## src/design/mbe_pkg.sv

```systemverilog
// shared constants, types and codes for the escape-time iteration block
// no dependencies; used by mbe_mul_unit and mandelbrot_escape_iteration
package mbe_pkg;

    // fixed-point format of the working coordinates
    localparam int FRAC_BITS   = 28;
    localparam int COORD_WIDTH = 32;

    // port field widths
    localparam int IN_WIDTH        = 31;
    localparam int COUNT_WIDTH     = 8;
    localparam int BOUND_WIDTH     = 31;
    localparam int CFG_INDEX_WIDTH = 2;
    localparam int CFG_DATA_WIDTH  = 31;

    // product and saturation widths
    localparam int PROD_WIDTH = 2 * COORD_WIDTH;
    localparam int EXT_WIDTH  = (PROD_WIDTH > 64) ? PROD_WIDTH : 64;
    localparam int SQ_WIDTH   = 63;
    localparam int SUM_WIDTH  = 66;

    localparam logic [EXT_WIDTH-1:0] SQ_CAP = EXT_WIDTH'(1) << 62;
    localparam logic [EXT_WIDTH-1:0] XY_CAP = EXT_WIDTH'(1) << 61;

    // register indexes
    localparam logic [CFG_INDEX_WIDTH-1:0] CFG_ITER_LIMIT   = CFG_INDEX_WIDTH'(0);
    localparam logic [CFG_INDEX_WIDTH-1:0] CFG_ESCAPE_BOUND = CFG_INDEX_WIDTH'(1);

    // register reset values
    localparam logic [COUNT_WIDTH-1:0] LIMIT_RESET = COUNT_WIDTH'(255);
    localparam logic [BOUND_WIDTH-1:0] BOUND_RESET = BOUND_WIDTH'(1) << (FRAC_BITS + 2);

    typedef enum logic [2:0] {
        ST_IDLE,
        ST_SQ_X,
        ST_SQ_Y,
        ST_CROSS,
        ST_UPDATE,
        ST_DONE
    } t_state;

    typedef enum logic {
        MUL_SQUARE,
        MUL_CROSS
    } t_mul_op;

    typedef struct packed {
        t_mul_op                op;
        logic [COORD_WIDTH-1:0] a;
        logic [COORD_WIDTH-1:0] b;
    } t_mul_req;

    typedef struct packed {
        logic [SQ_WIDTH-1:0] value;
        logic                inexact;
    } t_mul_res;

endpackage

```

## src/design/mbe_mul_unit.sv

```systemverilog
// shared multiplier: magnitude product, fraction drop and saturation, registered
// depends on mbe_pkg
module mbe_mul_unit (
    input  logic              i_clk,
    input  mbe_pkg::t_mul_req i_req,
    output mbe_pkg::t_mul_res o_res
);

    logic [mbe_pkg::PROD_WIDTH-1:0] w_prod;
    logic [mbe_pkg::EXT_WIDTH-1:0]  w_shift;
    logic [mbe_pkg::EXT_WIDTH-1:0]  w_cap;
    mbe_pkg::t_mul_res              r_res;
    mbe_pkg::t_mul_res              n_res;

    // full product, then drop the fraction bits
    assign w_prod  = mbe_pkg::PROD_WIDTH'(i_req.a) * mbe_pkg::PROD_WIDTH'(i_req.b);
    assign w_shift = mbe_pkg::EXT_WIDTH'(w_prod) >> mbe_pkg::FRAC_BITS;

    // saturate at the cap of the operation
    always_comb begin
        w_cap = (i_req.op == mbe_pkg::MUL_SQUARE) ? mbe_pkg::SQ_CAP : mbe_pkg::XY_CAP;
        if (w_shift > w_cap) begin
            n_res.value = mbe_pkg::SQ_WIDTH'(w_cap);
        end else begin
            n_res.value = mbe_pkg::SQ_WIDTH'(w_shift);
        end
        n_res.inexact = (w_prod[mbe_pkg::FRAC_BITS-1:0] != '0);
    end

    // result register
    always_ff @(posedge i_clk) begin
        r_res <= n_res;
    end

    assign o_res = r_res;

endmodule

```

## src/design/mandelbrot_escape_iteration.sv

```systemverilog
// escape-time counter for one point of the complex plane: sequencer and datapath
// depends on mbe_pkg and mbe_mul_unit
//
// channel   direction  handshake                    payload
// input     in         i_valid / o_stall            i_c_real, i_c_imag
// output    out        o_valid / i_stall            o_iter_count, o_green_level, o_blue_level
// config    in         i_cfg_valid / o_cfg_ready    i_cfg_index, i_cfg_data
//
// one shared multiplier forms x*x, y*y and x*y in turn, followed by an update step
// a point that escapes after n updates reports a count of n, and one that runs to the
// limit reports the limit; the next point is accepted from the cycle its result appears
// synchronous active-low reset; both configuration registers return to their reset values
// a result waits in the output register while i_stall is high; a new point is
// accepted meanwhile and its result waits in the done state until the register frees
module mandelbrot_escape_iteration (
    input  logic                                   i_clk,
    input  logic                                   i_rst_n,
    input  logic                                   i_valid,
    output logic                                   o_stall,
    input  logic signed [mbe_pkg::IN_WIDTH-1:0]    i_c_real,
    input  logic signed [mbe_pkg::IN_WIDTH-1:0]    i_c_imag,
    output logic                                   o_valid,
    input  logic                                   i_stall,
    output logic [mbe_pkg::COUNT_WIDTH-1:0]        o_iter_count,
    output logic [mbe_pkg::COUNT_WIDTH-1:0]        o_green_level,
    output logic [mbe_pkg::COUNT_WIDTH-2:0]        o_blue_level,
    input  logic                                   i_cfg_valid,
    output logic                                   o_cfg_ready,
    input  logic [mbe_pkg::CFG_INDEX_WIDTH-1:0]    i_cfg_index,
    input  logic [mbe_pkg::CFG_DATA_WIDTH-1:0]     i_cfg_data
);

    localparam logic signed [mbe_pkg::SUM_WIDTH-1:0] CLAMP_HI =
        (mbe_pkg::SUM_WIDTH'(1) << (mbe_pkg::COORD_WIDTH - 1)) - mbe_pkg::SUM_WIDTH'(1);
    localparam logic signed [mbe_pkg::SUM_WIDTH-1:0] CLAMP_LO = -CLAMP_HI - 1;

    function automatic logic [mbe_pkg::COORD_WIDTH-1:0] f_mag(
        input logic signed [mbe_pkg::COORD_WIDTH-1:0] v
    );
        return v[mbe_pkg::COORD_WIDTH-1] ? mbe_pkg::COORD_WIDTH'(-v)
                                         : mbe_pkg::COORD_WIDTH'(v);
    endfunction

    function automatic logic signed [mbe_pkg::COORD_WIDTH-1:0] f_clamp(
        input logic signed [mbe_pkg::SUM_WIDTH-1:0] v
    );
        logic signed [mbe_pkg::SUM_WIDTH-1:0] t;
        t = v;
        if (v > CLAMP_HI) begin
            t = CLAMP_HI;
        end else if (v < CLAMP_LO) begin
            t = CLAMP_LO;
        end
        return t[mbe_pkg::COORD_WIDTH-1:0];
    endfunction

    mbe_pkg::t_state r_state;
    mbe_pkg::t_state n_state;

    logic [mbe_pkg::COUNT_WIDTH-1:0]           r_limit;
    logic [mbe_pkg::BOUND_WIDTH-1:0]           r_bound;
    logic signed [mbe_pkg::IN_WIDTH-1:0]       r_cr;
    logic signed [mbe_pkg::IN_WIDTH-1:0]       r_ci;
    logic signed [mbe_pkg::COORD_WIDTH-1:0]    r_x;
    logic signed [mbe_pkg::COORD_WIDTH-1:0]    n_x;
    logic signed [mbe_pkg::COORD_WIDTH-1:0]    r_y;
    logic signed [mbe_pkg::COORD_WIDTH-1:0]    n_y;
    logic [mbe_pkg::COUNT_WIDTH-1:0]           r_n;
    logic [mbe_pkg::COUNT_WIDTH-1:0]           n_n;
    logic [mbe_pkg::SQ_WIDTH-1:0]              r_x2;
    logic [mbe_pkg::SQ_WIDTH-1:0]              r_y2;
    logic                                      r_out_valid;
    logic                                      n_out_valid;
    logic [mbe_pkg::COUNT_WIDTH-1:0]           r_out_count;
    logic                                      w_load_out;

    logic                                      w_in_accept;
    mbe_pkg::t_mul_req                         w_req;
    mbe_pkg::t_mul_res                         w_res;
    logic [mbe_pkg::SQ_WIDTH:0]                w_r2;
    logic                                      w_escape;
    logic                                      w_neg;
    logic [mbe_pkg::SQ_WIDTH:0]                w_m_adj;
    logic signed [mbe_pkg::SUM_WIDTH-1:0]      w_xy;
    logic signed [mbe_pkg::SUM_WIDTH-1:0]      w_x2_s;
    logic signed [mbe_pkg::SUM_WIDTH-1:0]      w_y2_s;
    logic signed [mbe_pkg::SUM_WIDTH-1:0]      w_cr_s;
    logic signed [mbe_pkg::SUM_WIDTH-1:0]      w_ci_s;
    logic signed [mbe_pkg::SUM_WIDTH-1:0]      w_new_x;
    logic signed [mbe_pkg::SUM_WIDTH-1:0]      w_new_y;

    assign w_in_accept = i_valid && (r_state == mbe_pkg::ST_IDLE);
    assign o_stall     = (r_state != mbe_pkg::ST_IDLE);
    assign o_cfg_ready = 1'b1;

    // operand selection for the shared multiplier
    always_comb begin
        w_req.op = mbe_pkg::MUL_SQUARE;
        w_req.a  = f_mag(r_x);
        w_req.b  = f_mag(r_x);
        case (r_state)
            mbe_pkg::ST_SQ_Y: begin
                w_req.a = f_mag(r_y);
                w_req.b = f_mag(r_y);
            end
            mbe_pkg::ST_CROSS: begin
                w_req.op = mbe_pkg::MUL_CROSS;
                w_req.b  = f_mag(r_y);
            end
            default: begin
            end
        endcase
    end

    mbe_mul_unit u_mul (
        .i_clk (i_clk),
        .i_req (w_req),
        .o_res (w_res)
    );

    // escape test: x2 held, y2 arriving from the multiplier
    assign w_r2     = {1'b0, r_x2} + {1'b0, w_res.value};
    assign w_escape = (w_r2 >= (mbe_pkg::SQ_WIDTH + 1)'(r_bound));

    // signed cross product, rounded toward minus infinity
    assign w_neg   = r_x[mbe_pkg::COORD_WIDTH-1] ^ r_y[mbe_pkg::COORD_WIDTH-1];
    assign w_m_adj = {1'b0, w_res.value} + (mbe_pkg::SQ_WIDTH + 1)'(w_res.inexact);
    assign w_xy    = w_neg ? -mbe_pkg::SUM_WIDTH'(w_m_adj)
                           : mbe_pkg::SUM_WIDTH'(w_res.value);

    // coordinate update
    assign w_x2_s  = mbe_pkg::SUM_WIDTH'(r_x2);
    assign w_y2_s  = mbe_pkg::SUM_WIDTH'(r_y2);
    assign w_cr_s  = mbe_pkg::SUM_WIDTH'(r_cr);
    assign w_ci_s  = mbe_pkg::SUM_WIDTH'(r_ci);
    assign w_new_x = w_x2_s - w_y2_s + w_cr_s;
    assign w_new_y = w_xy + w_xy + w_ci_s;

    // sequencer: next state and datapath controls
    always_comb begin
        n_state    = r_state;
        n_x        = r_x;
        n_y        = r_y;
        n_n        = r_n;
        w_load_out = 1'b0;
        case (r_state)
            mbe_pkg::ST_IDLE: begin
                if (i_valid) begin
                    n_state = mbe_pkg::ST_SQ_X;
                    n_x     = '0;
                    n_y     = '0;
                    n_n     = '0;
                end
            end
            mbe_pkg::ST_SQ_X: begin
                if (r_n == r_limit) begin
                    n_state = mbe_pkg::ST_DONE;
                end else begin
                    n_state = mbe_pkg::ST_SQ_Y;
                end
            end
            mbe_pkg::ST_SQ_Y: begin
                n_state = mbe_pkg::ST_CROSS;
            end
            mbe_pkg::ST_CROSS: begin
                if (w_escape) begin
                    n_state = mbe_pkg::ST_DONE;
                end else begin
                    n_state = mbe_pkg::ST_UPDATE;
                end
            end
            mbe_pkg::ST_UPDATE: begin
                n_x     = f_clamp(w_new_x);
                n_y     = f_clamp(w_new_y);
                n_n     = r_n + mbe_pkg::COUNT_WIDTH'(1);
                n_state = mbe_pkg::ST_SQ_X;
            end
            mbe_pkg::ST_DONE: begin
                if (!r_out_valid || !i_stall) begin
                    w_load_out = 1'b1;
                    n_state    = mbe_pkg::ST_IDLE;
                end
            end
            default: begin
                n_state = mbe_pkg::ST_IDLE;
            end
        endcase
    end

    // output register occupancy
    always_comb begin
        n_out_valid = r_out_valid;
        if (w_load_out) begin
            n_out_valid = 1'b1;
        end else if (r_out_valid && !i_stall) begin
            n_out_valid = 1'b0;
        end
    end

    // state and control registers
    always_ff @(posedge i_clk) begin
        if (!i_rst_n) begin
            r_state     <= mbe_pkg::ST_IDLE;
            r_out_valid <= 1'b0;
        end else begin
            r_state     <= n_state;
            r_out_valid <= n_out_valid;
        end
    end

    // configuration registers
    always_ff @(posedge i_clk) begin
        if (!i_rst_n) begin
            r_limit <= mbe_pkg::LIMIT_RESET;
            r_bound <= mbe_pkg::BOUND_RESET;
        end else if (i_cfg_valid && o_cfg_ready) begin
            case (i_cfg_index)
                mbe_pkg::CFG_ITER_LIMIT: begin
                    r_limit <= i_cfg_data[mbe_pkg::COUNT_WIDTH-1:0];
                end
                mbe_pkg::CFG_ESCAPE_BOUND: begin
                    r_bound <= i_cfg_data[mbe_pkg::BOUND_WIDTH-1:0];
                end
                default: begin
                end
            endcase
        end
    end

    // datapath registers
    always_ff @(posedge i_clk) begin
        r_x <= n_x;
        r_y <= n_y;
        r_n <= n_n;
        if (w_in_accept) begin
            r_cr <= i_c_real;
            r_ci <= i_c_imag;
        end
        if (r_state == mbe_pkg::ST_SQ_Y) begin
            r_x2 <= w_res.value;
        end
        if (r_state == mbe_pkg::ST_CROSS) begin
            r_y2 <= w_res.value;
        end
        if (w_load_out) begin
            r_out_count <= r_n;
        end
    end

    assign o_valid       = r_out_valid;
    assign o_iter_count  = r_out_count;
    assign o_green_level = r_out_count;
    assign o_blue_level  = r_out_count[mbe_pkg::COUNT_WIDTH-1:1];

    // a new point starts from zero
    a_start_clear: assert property (@(posedge i_clk) disable iff (!i_rst_n)
        w_in_accept |=> (r_state == mbe_pkg::ST_SQ_X) && (r_n == '0)
                        && (r_x == '0) && (r_y == '0))
        else $error("point did not start from zero");

    // a finished count waits while the output register is held
    a_done_wait: assert property (@(posedge i_clk) disable iff (!i_rst_n)
        (r_state == mbe_pkg::ST_DONE && r_out_valid && i_stall)
            |=> (r_state == mbe_pkg::ST_DONE) && r_out_valid)
        else $error("result overwrote a waiting transaction");

    // every update advances the count by one and returns to the first square
    a_update_step: assert property (@(posedge i_clk) disable iff (!i_rst_n)
        (r_state == mbe_pkg::ST_UPDATE)
            |=> (r_state == mbe_pkg::ST_SQ_X)
                && (r_n == mbe_pkg::COUNT_WIDTH'($past(r_n) + 1)))
        else $error("iteration count did not advance");

    // output becomes valid only from the done state
    a_out_source: assert property (@(posedge i_clk) disable iff (!i_rst_n)
        $rose(o_valid) |-> ($past(r_state) == mbe_pkg::ST_DONE))
        else $error("output valid without a finished point");

endmodule
```

## config.mk

```make
export PLATFORM = sky130hd
export DESIGN_NAME = mandelbrot_escape_iteration
export DESIGN_NICKNAME = d
export VERILOG_FILES = /design/src/design/mbe_pkg.sv /design/src/design/mbe_mul_unit.sv /design/src/design/mandelbrot_escape_iteration.sv
export SDC_FILE = /design/constraint.sdc
export NUM_CORES = 2
export LEC_CHECK = 0
export BUFFER_PORTS_ARGS = -buffer_cell sky130_fd_sc_hd__buf_2
export CAP_MARGIN = 10
export CORE_MARGIN = 2
export CORE_UTILIZATION = 25
export CTS_BUF_LIST = sky130_fd_sc_hd__clkbuf_4 sky130_fd_sc_hd__clkbuf_8 sky130_fd_sc_hd__clkbuf_16
export DETAILED_ROUTE_END_ITERATION = 16
export HOLD_SLACK_MARGIN = 0.03
export MAX_ROUTING_LAYER = met4
export PLACE_DENSITY = 0.4
export REMOVE_ABC_BUFFERS = 1
export SLEW_MARGIN = 20
export SYNTH_ARGS = -nofsm -noshare
export SYNTH_HDL_FRONTEND = slang
export SYNTH_SLANG_ARGS = --single-unit
export TNS_END_PERCENT = 30
```

## constraint.sdc

```tcl
create_clock -name i_clk -period 11.55 [get_ports i_clk]
set_input_delay 3.465 -clock i_clk [delete_from_list [all_inputs] [get_ports i_clk]]
set_output_delay 3.465 -clock i_clk [all_outputs]
set_load 0.01 [all_outputs]
```

[Word-level counts from Yosys, hierarchy flattened]
Cells that the tools add are included.
Word-level totals
  register bits after elaboration: 375
  input bits: 100
  output and inout port bits: 26
  logic and storage cells: 84
Cells by class
  $add $sub $neg: 10
  multiply operators: 1
  order comparisons: 6
  equal/unequal tests: 9
  multiplexer cells: 26
  bitwise operators: 1
  reduce and logical (&&, ||, !) cells: 16
Operators with widths (number)
  two-way mux 32 bit: 9
  case mux 32 bit (2 select lines): 2
  adder 66 x 31 -> 66 bit: 1
  adder 66 bit: 1
  greater-than comparator 66 x 32 -> 1 bit (second input constant): 1
  < comparator 66 x 32 -> 1 bit (second input constant): 1
  two-way mux 66 bit: 1
  negation 64 -> 66 bit: 1
  adder 64 x 31 -> 65 bit: 1
  greater-than comparator 65 x 32 -> 1 bit (second input constant): 1
  < comparator 65 x 32 -> 1 bit (second input constant): 1
  adder 63 x 1 -> 64 bit: 1
  adder 63 x 63 -> 64 bit: 1
  greater-or-equal comparator 64 x 31 -> 1 bit: 1
  multiplier 32 x 32 -> 64 bit: 1
  negation 32 bit: 2
  subtractor 63 x 63 -> 64 bit: 1
  greater-than comparator 36 x 63 -> 1 bit: 1
  two-way mux 63 bit: 1
  two-way mux 36 bit: 1
  nonzero test 28 bit: 1
  case mux 3 bit (6 select lines): 1
  case mux 8 bit (2 select lines): 1
  two-way mux 3 bit: 3
  19 further kinds: 33

[Depth between registers and ports, before layout]
  depth after elaboration: 9
  mapped depth: 46
  mapped depth without buffers: 45

[Cells and area by module]
From an unflattened synthesis, not the netlist that was laid out.
Unflattened totals
  cells, all modules: 7787
  area total of the unflattened synthesis: 67390.9 um2
By module, submodules not included
  mbe_mul_unit: times used 1, cells each 3772, area an instance 34365.5 um2, sequential area each 740.7 um2
  mandelbrot_escape_iteration: times used 1, cells each 4015, area an instance 33025.4 um2, sequential area each 8908.5 um2

[Least setup slack after synthesis]
Ideal clock, no wire load.
  path kind: flip-flop to flip-flop
  start point: reg r_x[0] (netlist name)
  end point: reg u_mul.r_res, in the netlist u_mul.o_res[32]
  library setup time: 120 ps
  arrival time: 10878 ps
  required time: 11430 ps
  path slack: 552 ps
  cell stages (with the launch flop): 43
  buffers on the path: 1
  period minus slack after synthesis: 10998 ps
  cells stage by stage: edfxtp_1 > inv_1 > ha_1 > nand2_1 > or3_1 > or2_2 > nand2b_1 > o31ai_1 > and2_1 > nand2_1 > o41ai_1 > xor2_1 > and2_1 > a21o_1 > buf_1 > nor2_1 > fa_1 > inv_1 > [... 7 more ...] > inv_1 > fa_1 > inv_1 > ha_1 > a21o_1 > a21o_1 > a21o_1 > a21o_1 > a21o_1 > a21o_1 > a211oi_1 > o41ai_1 > or4b_2 > a21oi_1 > o21bai_1 > a21oi_1 > o21ai_0 > xnor2_1
Between the ends
  word-level cells in the longest chain between the ends: 6
  elaborated cells between the ends (all ways): 7
  classes of those cells: 1 x add/sub; 1 x mul; 1 x order compare; 4 x mux
Ends and longest elaborated chain
  start, declared: RTL line mandelbrot_escape_iteration.sv:64  | logic signed [mbe_pkg::COORD_WIDTH-1:0] r_x;
  start signal, assigned: RTL line mandelbrot_escape_iteration.sv:232  | r_x <= n_x;
  negation 32 bit: RTL line mandelbrot_escape_iteration.sv:40  | return v[mbe_pkg::COORD_WIDTH-1] ? mbe_pkg::COORD_WIDTH'(-v)
  two-way mux 32 bit *: RTL line mandelbrot_escape_iteration.sv:40
  two-way mux 32 bit, on equally long branches
  multiplier 32 x 32 -> 64 bit *: RTL line mbe_mul_unit.sv:16  | assign w_prod = mbe_pkg::PROD_WIDTH'(i_req.a) * mbe_pkg::PROD_WIDTH'(i_req.b);
  net u_mul.w_prod (one bit): RTL line mbe_mul_unit.sv:9  | logic [mbe_pkg::PROD_WIDTH-1:0] w_prod;
  greater-than comparator 36 x 63 -> 1 bit: RTL line mbe_mul_unit.sv:22  | if (w_shift > w_cap) begin
  two-way mux 36 bit *: RTL line mbe_mul_unit.sv:22
  end signal, assigned: RTL line mbe_mul_unit.sv:32  | r_res <= n_res;
  end, declared: RTL line mbe_mul_unit.sv:12  | mbe_pkg::t_mul_res r_res;
Mark *: on every way through the listed nets, which the timed path passes. The rest lies on a longest branch.
A chain may end at the register's enable or synchronous reset.

[Worst setup path in the final report]
  start point: reg r_y[2] (netlist name)
  end point: reg u_mul.r_res, in the netlist u_mul.o_res[29]
Between the ends
  word-level cells in the longest chain between the ends: 6
  elaborated cells between the ends (all ways): 7
  classes of those cells: 1 x add/sub; 1 x mul; 1 x order compare; 4 x mux
Ends and longest elaborated chain
  start, declared: RTL line mandelbrot_escape_iteration.sv:66  | logic signed [mbe_pkg::COORD_WIDTH-1:0] r_y;
  start signal, assigned: RTL line mandelbrot_escape_iteration.sv:233  | r_y <= n_y;
  negation 32 bit: RTL line mandelbrot_escape_iteration.sv:40
  two-way mux 32 bit *: RTL line mandelbrot_escape_iteration.sv:40
  two-way mux 32 bit, on equally long branches
  multiplier 32 x 32 -> 64 bit *: RTL line mbe_mul_unit.sv:16
  net u_mul.w_prod (one bit): RTL line mbe_mul_unit.sv:9
  greater-than comparator 36 x 63 -> 1 bit: RTL line mbe_mul_unit.sv:22
  two-way mux 36 bit *: RTL line mbe_mul_unit.sv:22
Marks and branches as above.

==> flow_summary.yaml <==
floorplanning:
  rows: 178
  die_h_um: 490
  die-area_mm2: 0.240
  die_w_um: 490
  start_util: 0.251
  placeableCoreArea_mm2: 0.235
  io_pins: 126
synth:
  syn_inst: 7018
  yosysWarnings: 0
  avgSynthCellArea_um2: 8.43
  synth_area_mm2: 0.0591
  synth-edff-count: 214
  yosys.area.top_type: "fa_1"
  synth_top_area_frac: 0.305
  synth.ff_latch_count: 294
  synth_area_leaders: "fa_1 (30%), ha_1 (11%), edfxtp_1 (11%), inv_1 (7.2%), nand2_1 (5.8%)"
  yosysSeqAreaShare: 0.136
  synth_cell_type_count: 87
  async_flop_share: 0
  ys.flop_type: "edfxtp_1"
cts:
  clk_latency_ns: 0.57
  numCtsBuffers: 37
  cts_root_buffer: "clkbuf_16"
  cts_tree: "yes"
  clock-sinks: 294
  h-tree-depth: 2
  cts_max_path_buffers: 3
  cts.clk_slew.worst_paths_ns: 0.07
timing:
  timing_hold_violations_final: 0
  fin_worst_skew_ns: 0.0207
  finalCritPeriodShare: 0.968
  worst_pin_slew_ns: 1.23
  finalSetupViolCount: 0
  finalWorstSetupSlack_ns: 0.366
  hold_ws_ns: 0.465
  clock.fmax_mhz: 89.4
  slew_viol_final: 0
  relSlewSlack: 0.175
  finalCriticalPeriod_ns: 11.18
worst_setup_path:
  path_max_fanout: 18
  crit_buf_inv: 7
  endpoint_kind: "flop"
  crit_required_ns: 12.02
  crit_family: "adder cells"
  cpMostUsedCell: "fa_1"
  critPathMaxStageDelay_ns: 0.64
  cp_slowest_cell: "fa_1"
  start_kind: "flop"
  crit_type: "flop to flop"
  cp_data_arrival_time_ns: 11.65
job:
  cap_violations: 0
final_layout:
  fin_area_mm2: 0.0675
  drive_gt1_frac: 0.0991
  fin_nets: 8787
  nFillCells: 25400
  area_delta_synth_final_pct: 14.2
detailed_routing:
  drt_first_pass_iters: 5
  route.met2.wl_um: 106000
  drc: 0
  drt_iter0_drc: 2983
  avgViaCountPerCell: 4.73
  wl_per_cell_um: 21.6
  dr.max_layer_used: "met4"
  final_antenna_net_count: 0
  vias: 49300
  wl_met3_um: 9000
  wl_um: 226000
  met1Wirelength_um: 105000
placed_design:
  port_buffers: 124
  place_area_mm2: 0.0659
  hpwl_um: 190000
  dp_slack_ns: -0.120
  gp_congestion: 0.919
global_route:
  antenna_found_initial: 3
  grtUsageTotal: 0.192
  grt_max_degree: 73
  grt_pass1_wl_um: 341000
  grt_overflow: 0
  grt_pass1_vias: 51700
worst_hold_path:
  min_path_type: "flop to flop"
run_status:
  status: "completed"
-- cells in the mapped netlist (all sizes together) (10+ instances only) --
library cell  count
a21boi           45
nor2b            80
nand3           112
o2111ai          12
or4              17
a211oi           27
fa              900
nor3             50
a311oi           17
buf              43
o31ai            23
o211ai           91
o21bai           53
dfxtp            80
nor2            767
a21o            157
nand2b           54
a2111oi          18
clkbuf          282
o21ai           227
nand2           918
inv            1137
mux2i            15
and4             11
a31oi            37
and3             33
or3              60
and2             51
ha              536
xor2            144
a211o            12
nand4            51
edfxtp          214
xnor2           185
nor4             22
a21oi           345
or2              14
o41ai            10
o21a             61
-- repair_timing --
| action | in CTS | in global routing |
|---|---|---|
| pin swaps | 1 | 25 |
| hold buffers | 0 | 0 |
| setup endpoints to repair | 5 | 15 |
| cloned | 0 | 1 |
| gates resized for setup | 7 | 69 |
| setup buffers | 1 | 12 |
-- state kept, by name, summed over array words and instances (netlist names) --
name / cells
o_green_level: 8
r_y: 32
r_limit: 8
r_cr: 31
r_n: 8
r_ci: 31
r_y2: 36
o_valid: 1
u_mul.o_res: 37
r_x: 32
r_state: 3
r_bound: 31
r_x2: 36
-- layout make-up --
cell class                 instances  area, µm²  area share
multi-input combinational       5262      46000       0.682
sequential                       294       8030       0.119
inverter                        1138       4270      0.0633
timing repair buffer             518       4030      0.0597
tap                             3150       3940      0.0584
clock buffer                      49       1070      0.0159
clock inverter                    18        148     0.00219
antenna                            2       5.00   0.0000741
-- through the flow --
| step | util | cells | setup TNS, ns |
|---|---|---|---|
| after floorplan | - | 6693 | -50.86 |
| after global placement | 0.280 | 10300 | -0.764 |
| after detailed placement | 0.280 | 10300 | -0.316 |
| after CTS | 0.286 | 10400 | -0.0497 |
| after global routing | 0.287 | 10400 | -0.00484 |
| final | 0.287 | 10400 | 0 |
-- cells in the final DEF (no fill, tap or decap), types with 80 or more instances in the layout --
| master | instances |
|---|---|
| a21o_1 | 155 |
| a21oi_1 | 334 |
| buf_2 | 124 |
| buf_4 | 357 |
| dfxtp_1 | 80 |
| edfxtp_1 | 214 |
| fa_1 | 892 |
| ha_1 | 535 |
| inv_1 | 1135 |
| nand2_1 | 915 |
| nand3_1 | 112 |
| nor2_1 | 764 |
| o211ai_1 | 91 |
| o21ai_0 | 180 |
| xnor2_1 | 183 |
| xor2_1 | 139 |
-- worst register-to-register path: cells and delay by family, from the launching register on --
family                     cells  cell delay [ns]
DFF                            1             0.41
adders and majority gates      9             4.51
AOI/OAI and AO/OA             11             2.15
buffers and inverters          7             1.33
and+or+nand+nor               10             2.36
xor gates and xnor gates       2             0.34
-- path summary, 6_finish.rpt --
kind / start / to / slack, ns / cells after the start
max reg2reg: r_y[2]$_SDFFCE_PN0P_ / u_mul.o_res[29]$_DFF_P_ / 0.37 / 39
max: r_y[2]$_SDFFCE_PN0P_ / u_mul.o_res[29]$_DFF_P_ / 0.37 / 39
min: r_bound[25]$_SDFFE_PN0P_ / r_bound[25]$_SDFFE_PN0P_ / 0.47 / 2
min reg2reg: r_bound[25]$_SDFFE_PN0P_ / r_bound[25]$_SDFFE_PN0P_ / 0.47 / 2
-- routing by layer --
| metal | track usage | vias up |
|---|---|---|
| met5 | - | - |
| met4 | 0.0440 | 0 |
| met3 | 0.0134 | 209 |
| met2 | 0.313 | 1152 |
| met1 | 0.262 | 24900 |
| li1 | - | 23100 |
-- cell families (layout without fill, tap and decap cells) --
kind of cell | Yosys count | count (layout) | share of synthesized area
DFF | 294 | 294 | 0.136
buffers and inverters | 1463 | 1723 | 0.0946
adders and majority gates | 1436 | 1436 | 0.418
xor gates and xnor gates | 329 | 329 | 0.0487
muxes | 17 | 17 | 0.00292
other | 1 | 3 | 0.0000634
and+or+nand+nor | 2277 | 2277 | 0.169
AOI/OAI and AO/OA | 1201 | 1202 | 0.131
Power is left out: the tool's default activity adds up to more than one toggle a clock period on the data nets, which glitch-free logic cannot reach.
